<file path="config.mk">
export PLATFORM = sky130hd
export DESIGN_NAME = indexed_list_engine
export DESIGN_NICKNAME = d
export VERILOG_FILES = /design/src/rtl/core/ile_pkg.sv /design/src/rtl/core/indexed_list_engine.sv
export SDC_FILE = /design/constraint.sdc
export NUM_CORES = 1
export LEC_CHECK = 0
export BUFFER_PORTS_ARGS = -buffer_cell sky130_fd_sc_hd__buf_2
export CAP_MARGIN = 20
export CORE_MARGIN = 2
export CORE_UTILIZATION = 62
export DETAILED_ROUTE_END_ITERATION = 8
export GPL_ROUTABILITY_DRIVEN = 0
export GPL_TIMING_DRIVEN = 0
export PLACE_DENSITY = 0.8
export SLEW_MARGIN = 20
export SYNTH_ARGS = -nofsm -noshare
export SYNTH_HDL_FRONTEND = slang
export SYNTH_SLANG_ARGS = --single-unit
export TNS_END_PERCENT = 5
</file>
<file path="constraint.sdc">
create_clock -name clk -period 5.52 [get_ports clk]
set_input_delay 0.276 -clock clk [delete_from_list [all_inputs] [get_ports clk]]
set_output_delay 0.276 -clock clk [all_outputs]
set_load 0.05 [all_outputs]
</file>
<file path="src/rtl/core/ile_pkg.sv">
`timescale 1ns / 1ps
// ----------------------------------------------------------------------------
// ile_pkg
// Shared constants, operation and status codes, and sequencer states of the
// indexed list engine.
// ----------------------------------------------------------------------------
package ile_pkg;

  localparam int CAPACITY   = 16;
  localparam int WORD_WIDTH = 32;

  localparam int IDX_W = $clog2(CAPACITY);
  localparam int CNT_W = $clog2(CAPACITY + 1);

  // stream field widths
  localparam int OP_W      = 3;
  localparam int POS_W     = 5;
  localparam int VALUE_W   = 32;
  localparam int FIDX_W    = 4;
  localparam int REMOVED_W = 5;
  localparam int COUNT_W   = 5;
  localparam int STATUS_W  = 2;

  localparam int IN_FIELDS_W  = OP_W + POS_W + VALUE_W;
  localparam int IN_TDATA_W   = ((IN_FIELDS_W + 7) / 8) * 8;
  localparam int OUT_FIELDS_W = VALUE_W + 1 + FIDX_W + REMOVED_W + COUNT_W + STATUS_W;
  localparam int OUT_TDATA_W  = ((OUT_FIELDS_W + 7) / 8) * 8;
  localparam int OUT_PAD_W    = OUT_TDATA_W - OUT_FIELDS_W;

  typedef enum logic [OP_W-1:0] {
    OP_PUSH       = 3'd0,
    OP_POP        = 3'd1,
    OP_INSERT     = 3'd2,
    OP_DELETE     = 3'd3,
    OP_FIND       = 3'd4,
    OP_REMOVE_ALL = 3'd5
  } op_t;

  typedef enum logic [STATUS_W-1:0] {
    ST_OK    = 2'd0,
    ST_FULL  = 2'd1,
    ST_EMPTY = 2'd2,
    ST_RANGE = 2'd3
  } status_t;

  typedef enum logic [1:0] {
    S_IDLE,
    S_RUN,
    S_FIN
  } state_t;

endpackage

</file>
<file path="src/rtl/core/indexed_list_engine.sv">
`timescale 1ns / 1ps
// ----------------------------------------------------------------------------
// indexed_list_engine
// Ordered word list in a single-port-write, registered-read memory, driven by
// a read-modify-write sequencer.
// ----------------------------------------------------------------------------
// Usage:
//   Requests arrive on the in_ stream (op, position, value); every request
//   gives exactly one response on the out_ stream (popped word, find result,
//   removed count, entry count after the request, status).
//   One request is worked on at a time; in_tready is high while the
//   sequencer is idle, also while a response still waits in the output
//   register.
//   Push, append, delete of the last entry, refused requests and
//   find/remove-all on an empty list go straight to the response; pop
//   waits for its read; insert moves the entries from position p up by one
//   place, top first; delete moves the entries above p down by one place;
//   find scans from index 0 up to the first hit, remove all every entry.
//   The walk reads at most one entry and writes at most one per cycle,
//   behind the registered read.
//   Reset clears the entry count and the handshake state; stored words are
//   not cleared. If out_tready stays low, a finished response waits in the
//   sequencer and no further request is taken until it is loaded.
// ----------------------------------------------------------------------------
module indexed_list_engine
  import ile_pkg::*;
(
  input  logic                   clk,
  input  logic                   rst_n,
  input  logic                   in_tvalid,
  output logic                   in_tready,
  // [2:0] op, [7:3] position, [39:8] value
  input  logic [IN_TDATA_W-1:0]  in_tdata,
  output logic                   out_tvalid,
  input  logic                   out_tready,
  // [31:0] out_value, [32] found, [36:33] found_index, [41:37] removed_count,
  // [46:42] count, [48:47] status, [55:49] zero
  output logic [OUT_TDATA_W-1:0] out_tdata
);

  logic [WORD_WIDTH-1:0] mem [CAPACITY];
  logic [WORD_WIDTH-1:0] rd_data_r;
  logic                  mem_we;
  logic [IDX_W-1:0]      mem_waddr;
  logic [WORD_WIDTH-1:0] mem_wdata;
  logic [IDX_W-1:0]      mem_raddr;

  state_t                state_r, state_nxt;
  op_t                   op_r, op_nxt;
  logic [POS_W-1:0]      pos_r, pos_nxt;
  logic [WORD_WIDTH-1:0] word_r, word_nxt;
  logic [CNT_W-1:0]      cnt_r, cnt_nxt;
  logic [IDX_W-1:0]      rd_idx_r, rd_idx_nxt;
  logic [CNT_W-1:0]      wr_idx_r, wr_idx_nxt;
  logic                  pend_r, pend_nxt;

  logic [VALUE_W-1:0]    res_value_r, res_value_nxt;
  logic                  res_found_r, res_found_nxt;
  logic [FIDX_W-1:0]     res_index_r, res_index_nxt;
  logic [REMOVED_W-1:0]  res_removed_r, res_removed_nxt;
  status_t               res_status_r, res_status_nxt;

  logic                   out_valid_r, out_valid_nxt;
  logic [OUT_TDATA_W-1:0] out_data_r, out_data_nxt;

  op_t                   in_op;
  logic [POS_W-1:0]      in_pos;
  logic [WORD_WIDTH-1:0] in_word;
  logic [CNT_W-1:0]      rd_next;
  logic [CNT_W-1:0]      cnt_dec;
  logic [CNT_W-1:0]      kept_final;
  logic                  full, empty;

  assign in_op   = op_t'(in_tdata[OP_W-1:0]);
  assign in_pos  = in_tdata[OP_W +: POS_W];
  assign in_word = in_tdata[OP_W + POS_W +: WORD_WIDTH];

  assign rd_next = {{(CNT_W-IDX_W){1'b0}}, rd_idx_r} + 1'b1;
  assign cnt_dec = cnt_r - 1'b1;
  assign full    = (cnt_r == CNT_W'(CAPACITY));
  assign empty   = (cnt_r == '0);

  assign in_tready  = (state_r == S_IDLE);
  assign out_tvalid = out_valid_r;
  assign out_tdata  = out_data_r;

  // list store: one write port, registered read
  always_ff @(posedge clk) begin
    if (mem_we) begin
      mem[mem_waddr] <= mem_wdata;
    end
    rd_data_r <= mem[mem_raddr];
  end

  always_ff @(posedge clk) begin
    if (!rst_n) begin
      state_r     <= S_IDLE;
      cnt_r       <= '0;
      pend_r      <= 1'b0;
      out_valid_r <= 1'b0;
    end else begin
      state_r     <= state_nxt;
      cnt_r       <= cnt_nxt;
      pend_r      <= pend_nxt;
      out_valid_r <= out_valid_nxt;
    end
  end

  always_ff @(posedge clk) begin
    op_r          <= op_nxt;
    pos_r         <= pos_nxt;
    word_r        <= word_nxt;
    rd_idx_r      <= rd_idx_nxt;
    wr_idx_r      <= wr_idx_nxt;
    res_value_r   <= res_value_nxt;
    res_found_r   <= res_found_nxt;
    res_index_r   <= res_index_nxt;
    res_removed_r <= res_removed_nxt;
    res_status_r  <= res_status_nxt;
    out_data_r    <= out_data_nxt;
  end

  always_comb begin
    state_nxt       = state_r;
    op_nxt          = op_r;
    pos_nxt         = pos_r;
    word_nxt        = word_r;
    cnt_nxt         = cnt_r;
    rd_idx_nxt      = rd_idx_r;
    wr_idx_nxt      = wr_idx_r;
    pend_nxt        = pend_r;
    res_value_nxt   = res_value_r;
    res_found_nxt   = res_found_r;
    res_index_nxt   = res_index_r;
    res_removed_nxt = res_removed_r;
    res_status_nxt  = res_status_r;
    out_valid_nxt   = out_valid_r & ~out_tready;
    out_data_nxt    = out_data_r;
    mem_we          = 1'b0;
    mem_waddr       = '0;
    mem_wdata       = word_r;
    mem_raddr       = '0;
    kept_final      = wr_idx_r;

    case (state_r)
      S_IDLE: begin
        if (in_tvalid) begin
          op_nxt          = in_op;
          pos_nxt         = in_pos;
          word_nxt        = in_word;
          pend_nxt        = 1'b0;
          res_value_nxt   = '0;
          res_found_nxt   = 1'b0;
          res_index_nxt   = '0;
          res_removed_nxt = '0;
          res_status_nxt  = ST_OK;
          state_nxt       = S_FIN;
          case (in_op)
            OP_PUSH: begin
              if (full) begin
                res_status_nxt = ST_FULL;
              end else begin
                mem_we    = 1'b1;
                mem_waddr = cnt_r[IDX_W-1:0];
                mem_wdata = in_word;
                cnt_nxt   = cnt_r + 1'b1;
              end
            end
            OP_POP: begin
              if (empty) begin
                res_status_nxt = ST_EMPTY;
              end else begin
                mem_raddr = cnt_dec[IDX_W-1:0];
                cnt_nxt   = cnt_dec;
                pend_nxt  = 1'b1;
                state_nxt = S_RUN;
              end
            end
            OP_INSERT: begin
              if (full) begin
                res_status_nxt = ST_FULL;
              end else if (in_pos > cnt_r) begin
                res_status_nxt = ST_RANGE;
              end else if (in_pos == cnt_r) begin
                mem_we    = 1'b1;
                mem_waddr = cnt_r[IDX_W-1:0];
                mem_wdata = in_word;
                cnt_nxt   = cnt_r + 1'b1;
              end else begin
                // walk downward from the top entry, one move per cycle
                mem_raddr  = cnt_dec[IDX_W-1:0];
                rd_idx_nxt = cnt_dec[IDX_W-1:0];
                wr_idx_nxt = cnt_r;
                pend_nxt   = 1'b1;
                state_nxt  = S_RUN;
              end
            end
            OP_DELETE: begin
              if (empty) begin
                res_status_nxt = ST_EMPTY;
              end else if (in_pos >= cnt_r) begin
                res_status_nxt = ST_RANGE;
              end else if (in_pos == cnt_dec) begin
                cnt_nxt = cnt_dec;
              end else begin
                mem_raddr  = in_pos[IDX_W-1:0] + 1'b1;
                rd_idx_nxt = in_pos[IDX_W-1:0] + 1'b1;
                wr_idx_nxt = in_pos;
                pend_nxt   = 1'b1;
                state_nxt  = S_RUN;
              end
            end
            OP_FIND, OP_REMOVE_ALL: begin
              if (!empty) begin
                mem_raddr  = '0;
                rd_idx_nxt = '0;
                wr_idx_nxt = '0;
                pend_nxt   = 1'b1;
                state_nxt  = S_RUN;
              end
            end
            default: begin
            end
          endcase
        end
      end

      S_RUN: begin
        case (op_r)
          OP_POP: begin
            res_value_nxt = VALUE_W'(rd_data_r);
            pend_nxt      = 1'b0;
            state_nxt     = S_FIN;
          end
          OP_INSERT: begin
            if (pend_r) begin
              mem_we     = 1'b1;
              mem_waddr  = wr_idx_r[IDX_W-1:0];
              mem_wdata  = rd_data_r;
              wr_idx_nxt = wr_idx_r - 1'b1;
              if ({{(CNT_W-IDX_W){1'b0}}, rd_idx_r} > pos_r) begin
                mem_raddr  = rd_idx_r - 1'b1;
                rd_idx_nxt = rd_idx_r - 1'b1;
              end else begin
                pend_nxt = 1'b0;
              end
            end else begin
              // gap is open: drop the new word in
              mem_we    = 1'b1;
              mem_waddr = pos_r[IDX_W-1:0];
              mem_wdata = word_r;
              cnt_nxt   = cnt_r + 1'b1;
              state_nxt = S_FIN;
            end
          end
          OP_DELETE: begin
            mem_we     = 1'b1;
            mem_waddr  = wr_idx_r[IDX_W-1:0];
            mem_wdata  = rd_data_r;
            wr_idx_nxt = wr_idx_r + 1'b1;
            if (rd_next < cnt_r) begin
              mem_raddr  = rd_next[IDX_W-1:0];
              rd_idx_nxt = rd_next[IDX_W-1:0];
            end else begin
              cnt_nxt   = cnt_dec;
              pend_nxt  = 1'b0;
              state_nxt = S_FIN;
            end
          end
          OP_FIND: begin
            if (rd_data_r == word_r) begin
              res_found_nxt = 1'b1;
              res_index_nxt = FIDX_W'(rd_idx_r);
              pend_nxt      = 1'b0;
              state_nxt     = S_FIN;
            end else if (rd_next < cnt_r) begin
              mem_raddr  = rd_next[IDX_W-1:0];
              rd_idx_nxt = rd_next[IDX_W-1:0];
            end else begin
              pend_nxt  = 1'b0;
              state_nxt = S_FIN;
            end
          end
          OP_REMOVE_ALL: begin
            // compaction: write pointer never passes the read pointer
            if (rd_data_r != word_r) begin
              mem_we     = 1'b1;
              mem_waddr  = wr_idx_r[IDX_W-1:0];
              mem_wdata  = rd_data_r;
              wr_idx_nxt = wr_idx_r + 1'b1;
              kept_final = wr_idx_r + 1'b1;
            end
            if (rd_next < cnt_r) begin
              mem_raddr  = rd_next[IDX_W-1:0];
              rd_idx_nxt = rd_next[IDX_W-1:0];
            end else begin
              res_removed_nxt = REMOVED_W'(cnt_r - kept_final);
              cnt_nxt         = kept_final;
              pend_nxt        = 1'b0;
              state_nxt       = S_FIN;
            end
          end
          default: begin
            pend_nxt  = 1'b0;
            state_nxt = S_FIN;
          end
        endcase
      end

      S_FIN: begin
        if (!out_valid_r || out_tready) begin
          out_valid_nxt = 1'b1;
          out_data_nxt  = {{OUT_PAD_W{1'b0}}, res_status_r, COUNT_W'(cnt_r),
                           res_removed_r, res_index_r, res_found_r, res_value_r};
          state_nxt     = S_IDLE;
        end
      end

      default: begin
        state_nxt = S_IDLE;
      end
    endcase
  end

endmodule

</file>
==> qor.json <==
{
  "cts_root_buf": {"value": "sky130_fd_sc_hd__clkbuf_16"},
  "final_net_count": {"value": 2377},
  "detail_route.vias_per_cell": {"value": 6.76},
  "crit_path_max_fanout": {"value": 10},
  "ys.warnings.count": {"value": 0},
  "cp.buffers_inverters": {"value": 4},
  "antenna_cells_inserted": {"value": 0},
  "detailedPlace.worstSlack": {"value": 0.263, "unit": "ns"},
  "proportion_of_synthesized_chip_area_in_sequential_cells": {"value": 70.7, "unit": "%"},
  "synth.lib_cells_used.distinct": {"value": 69},
  "critPathTopFamily": {"value": "buffers and inverters"},
  "final_max_slew_viol_count": {"value": 0},
  "final.setup_skew": {"value": 0.0419, "unit": "ns"},
  "critical_path_class": {"value": "reg2reg"},
  "synth_top_family_by_area": {"value": "simple AND/OR/NAND/NOR gates"},
  "clk_pin_slew_worst_paths": {"value": 0.06, "unit": "ns"},
  "synth_area_leader_cell": {"value": "sky130_fd_sc_hd__edfxtp_1"},
  "critical_path_cell_count": {"value": 13},
  "wl": {"value": 82700, "unit": "um"},
  "num_rows": {"value": 79},
  "power_leakage": {"value": 12.3, "unit": "nW"},
  "unrepaired_setup_endpoints_after_global_routing": {"value": "no"},
  "run_status": {"value": "completed"},
  "worstSetupStartpointType": {"value": "register"},
  "total_placed_instance_area": {"value": 30700, "unit": "um^2"},
  "grtUsageTotal": {"value": 34.5, "unit": "%"},
  "synth-simple-area-share": {"value": 10.5, "unit": "%"},
  "ios": {"value": 102},
  "hpwl": {"value": 56600, "unit": "um"},
  "number_of_maximum_capacitance_constraint_violations": {"value": 0},
  "timing.setup.tns": {"value": 0, "unit": "ns"},
  "max-vdd-ir-drop": {"value": 0.306, "unit": "mV"},
  "ctsLongestPathBuffers": {"value": 3},
  "drc_errors": {"value": 0},
  "synth_edf_count": {"value": 654},
  "worstMarginPinSlew": {"value": 1.06, "unit": "ns"},
  "syn2layout_area_growth": {"value": 15.5, "unit": "%"},
  "fmax": {"value": 188, "unit": "MHz"},
  "mean_area_per_synthesized_cell": {"value": 13.9, "unit": "um^2"},
  "die_height": {"value": 220, "unit": "um"},
  "drt_iter0_drc": {"value": 3321},
  "die-area": {"value": 48400, "unit": "um^2"},
  "relSlewSlack": {"value": 29.4, "unit": "%"},
  "synth_area": {"value": 28900, "unit": "um^2"},
  "largest_net_degree_at_the_start_of_global_routing": {"value": 33},
  "cts_max_level": {"value": 3},
  "post_synthesis_share_of_cell_area_spent_on_xor_and_xnor_gates": {"value": 1.74, "unit": "%"},
  "route.detailed.wl_per_inst": {"value": 27.9, "unit": "um"},
  "insertion_delay_of_the_later_clocked_pin_in_the_worst_skew_pair": {"value": 0.62, "unit": "ns"},
  "arrival_time_of_the_worst_setup_path": {"value": 5.85, "unit": "ns"},
  "tritoncts.num_buffers": {"value": 69},
  "dr_total_vias": {"value": 20000},
  "worstHoldPathCells": {"value": 4},
  "floorplan.die.width": {"value": 220, "unit": "um"},
  "floorplan.core_area": {"value": 46300, "unit": "um^2"},
  "clock_sinks": {"value": 695},
  "dominantRegCellSynth": {"value": "sky130_fd_sc_hd__edfxtp_1"},
  "synthDominantCellAreaShare": {"value": 67.9, "unit": "%"},
  "synthTopCellsByArea": {"value": "sky130_fd_sc_hd__edfxtp_1 (68%), sky130_fd_sc_hd__nand2_1 (4.6%), sky130_fd_sc_hd__mux2i_1 (4.4%)"},
  "setup_viol": {"value": 0},
  "number_of_nets_still_failing_antenna_checks_after_routing": {"value": 0},
  "crit_required": {"value": 6.05, "unit": "ns"},
  "synth.ff_latch_count": {"value": 695},
  "finalWorstSetupSlack": {"value": 0.204, "unit": "ns"},
  "number_of_input_and_output_port_buffers_inserted": {"value": 93},
  "tritoncts": {"value": "built"},
  "layout.cells.most_common": {"value": "sky130_fd_sc_hd__edfxtp_1"},
  "first_pass_iters": {"value": 7},
  "post_synth_fa_ha_maj_area_fraction": {"value": 1.15, "unit": "%"},
  "critPathCaptureType": {"value": "register"},
  "netlist_instances": {"value": 2077},
  "floorplan.initialDensity": {"value": 62.5, "unit": "%"},
  "crit_path_top_delay_cell": {"value": "sky130_fd_sc_hd__clkbuf_1"},
  "mostFrequentLayoutCells": {"value": "sky130_fd_sc_hd__edfxtp_1 (654), sky130_fd_sc_hd__nand2_1 (350), sky130_fd_sc_hd__buf_2 (132)"},
  "finalHoldViolCount": {"value": 0},
  "reg2regPathDepth": {"value": 13},
  "min-delay-path-class": {"value": "in2reg"},
  "layout-drive-gt1-share": {"value": 12.8, "unit": "%"},
  "synth_compound_area_share": {"value": 8.92, "unit": "%"},
  "layout.cell_area.non_filler": {"value": 33400, "unit": "um^2"},
  "globalRoute.totalOverflow": {"value": 0},
  "vias_in_the_first_global_route": {"value": 19600},
  "layout_worst_path_cycle_share": {"value": 96.3, "unit": "%"},
  "cells_traversed_along_the_worst_timing_path": {"value": "clkbuf_1 > inv_1 > ha_1 > nand4_1 > o221ai_2 > o32ai_1 > a32oi_1 > nand3_1 > nor2_1 > buf_2 > clkbuf_1 > o21ai_0 > nand4_1"},
  "grt_antenna_before_repair": {"value": 1},
  "timing.critical_path.slowest_cell_delay": {"value": 0.63, "unit": "ns"},
  "synth_mux_area_share": {"value": 4.40, "unit": "%"},
  "global_route_wire_length_before_repair": {"value": 121000, "unit": "um"},
  "power.density": {"value": 353, "unit": "nW/um^2"},
  "async_flop_share": {"value": 0, "unit": "%"},
  "period_minus_slack": {"value": 5.32, "unit": "ns"}
}
## area by class of cell
type                       instances  area (um^2)
fill                            2823        12900
inverter                          22         82.6
buffer                           132          652
timing repair buffer             153         1310
clock buffer                      85         1840
sequential                       695        20500
multi-input combinational       1234         7910
tap                              607          759
clock inverter                    38          389
## cell families after synthesis
kind of cell,Yosys count
other,1
adders and majority gates,26
xor gates and xnor gates,56
AOI/OAI and AO/OA,347
DFF,695
buffers and inverters,154
and+or+nand+nor,671
muxes,127
## worst register-to-register path, delay by kind of cell (launching register included)
kind / cells / cell delay [ns]
AND/OR/NAND/NOR: 4 / 1.36
buffers and inverters: 4 / 1.74
adder cells (fa/ha/maj): 1 / 0.36
AO/OA/AOI/OAI: 4 / 1.35
flip-flops: 1 / 0.43
## sequential cells by signal, summed over array words and instances (netlist names), 2 cells and up
signal / count
mem: 512
out_tdata: 49
rd_data_r: 32
res_value_r: 32
word_r: 32
cnt_r: 5
pos_r: 5
res_removed_r: 5
wr_idx_r: 5
rd_idx_r: 4
res_index_r: 4
op_r: 3
res_status_r: 2
state_r: 2
## power breakdown
| group | total (mW) | switching (mW) | internal, mW |
|---|---|---|---|
| Combinational | 1.02 | 0.727 | 0.293 |
| Clock | 4.69 | 1.99 | 2.71 |
| Sequential | 6.09 | 0.0972 | 5.99 |
| Total | 11.8 | 2.81 | 8.99 |
## routing by layer
layer	up-vias	wire length, um	track usage [%]
met5	-	0	0
met4	0	4790	18.2
met3	342	11300	8.27
met2	1700	37900	54.4
met1	9664	28700	44.7
li1	8335	-	-
## stage by stage
stage / util [%] / std cells / power [mW] / hold slack, ns
after global routing: 72.2 / 2966 / 12.1 / 0.0499
after floorplan: - / 2083 / 6.78 / 0.375
after detailed placement: 66.5 / 2802 / 7.14 / 0.405
after CTS: 72.2 / 2966 / 11.7 / 0.0157
after global placement: 65.2 / 2783 / 7.09 / 0.402
final: 72.2 / 2966 / 11.8 / 0.0438
## worst paths after layout
path	from	endpoint	slack, ns
setup / recovery	cnt_r[3]	rd_data_r[20]	0.20
setup reg to reg	cnt_r[3]	rd_data_r[20]	0.20
hold reg to reg	res_value_r[23]	out_tdata[23]	0.42
hold / removal	out_tready	out_tvalid	0.04
## cells in the mapped netlist (28+ instances only)
library cell,instances
sky130_fd_sc_hd__edfxtp_1,654
sky130_fd_sc_hd__nand2_1,351
sky130_fd_sc_hd__mux2i_1,126
sky130_fd_sc_hd__nand3_1,115
sky130_fd_sc_hd__a21oi_1,83
sky130_fd_sc_hd__nor2_1,71
sky130_fd_sc_hd__clkbuf_1,68
sky130_fd_sc_hd__dfxtp_1,41
sky130_fd_sc_hd__xor2_1,41
sky130_fd_sc_hd__buf_2,39
sky130_fd_sc_hd__and2_1,38
sky130_fd_sc_hd__a32oi_1,33
sky130_fd_sc_hd__a22o_1,30
sky130_fd_sc_hd__a211o_1,29
sky130_fd_sc_hd__a21o_1,29
sky130_fd_sc_hd__and3_1,29
sky130_fd_sc_hd__o21ai_0,28
## what timing repair did
action,4_1_cts,5_1_grt
endpoints found under the setup margin,0,28
hold buffers,41,0
setup buffers,0,0
endpoints found under the hold margin,41,0
gates resized for setup,0,2
No activity file was read; power rests on OpenSTA's default activity.
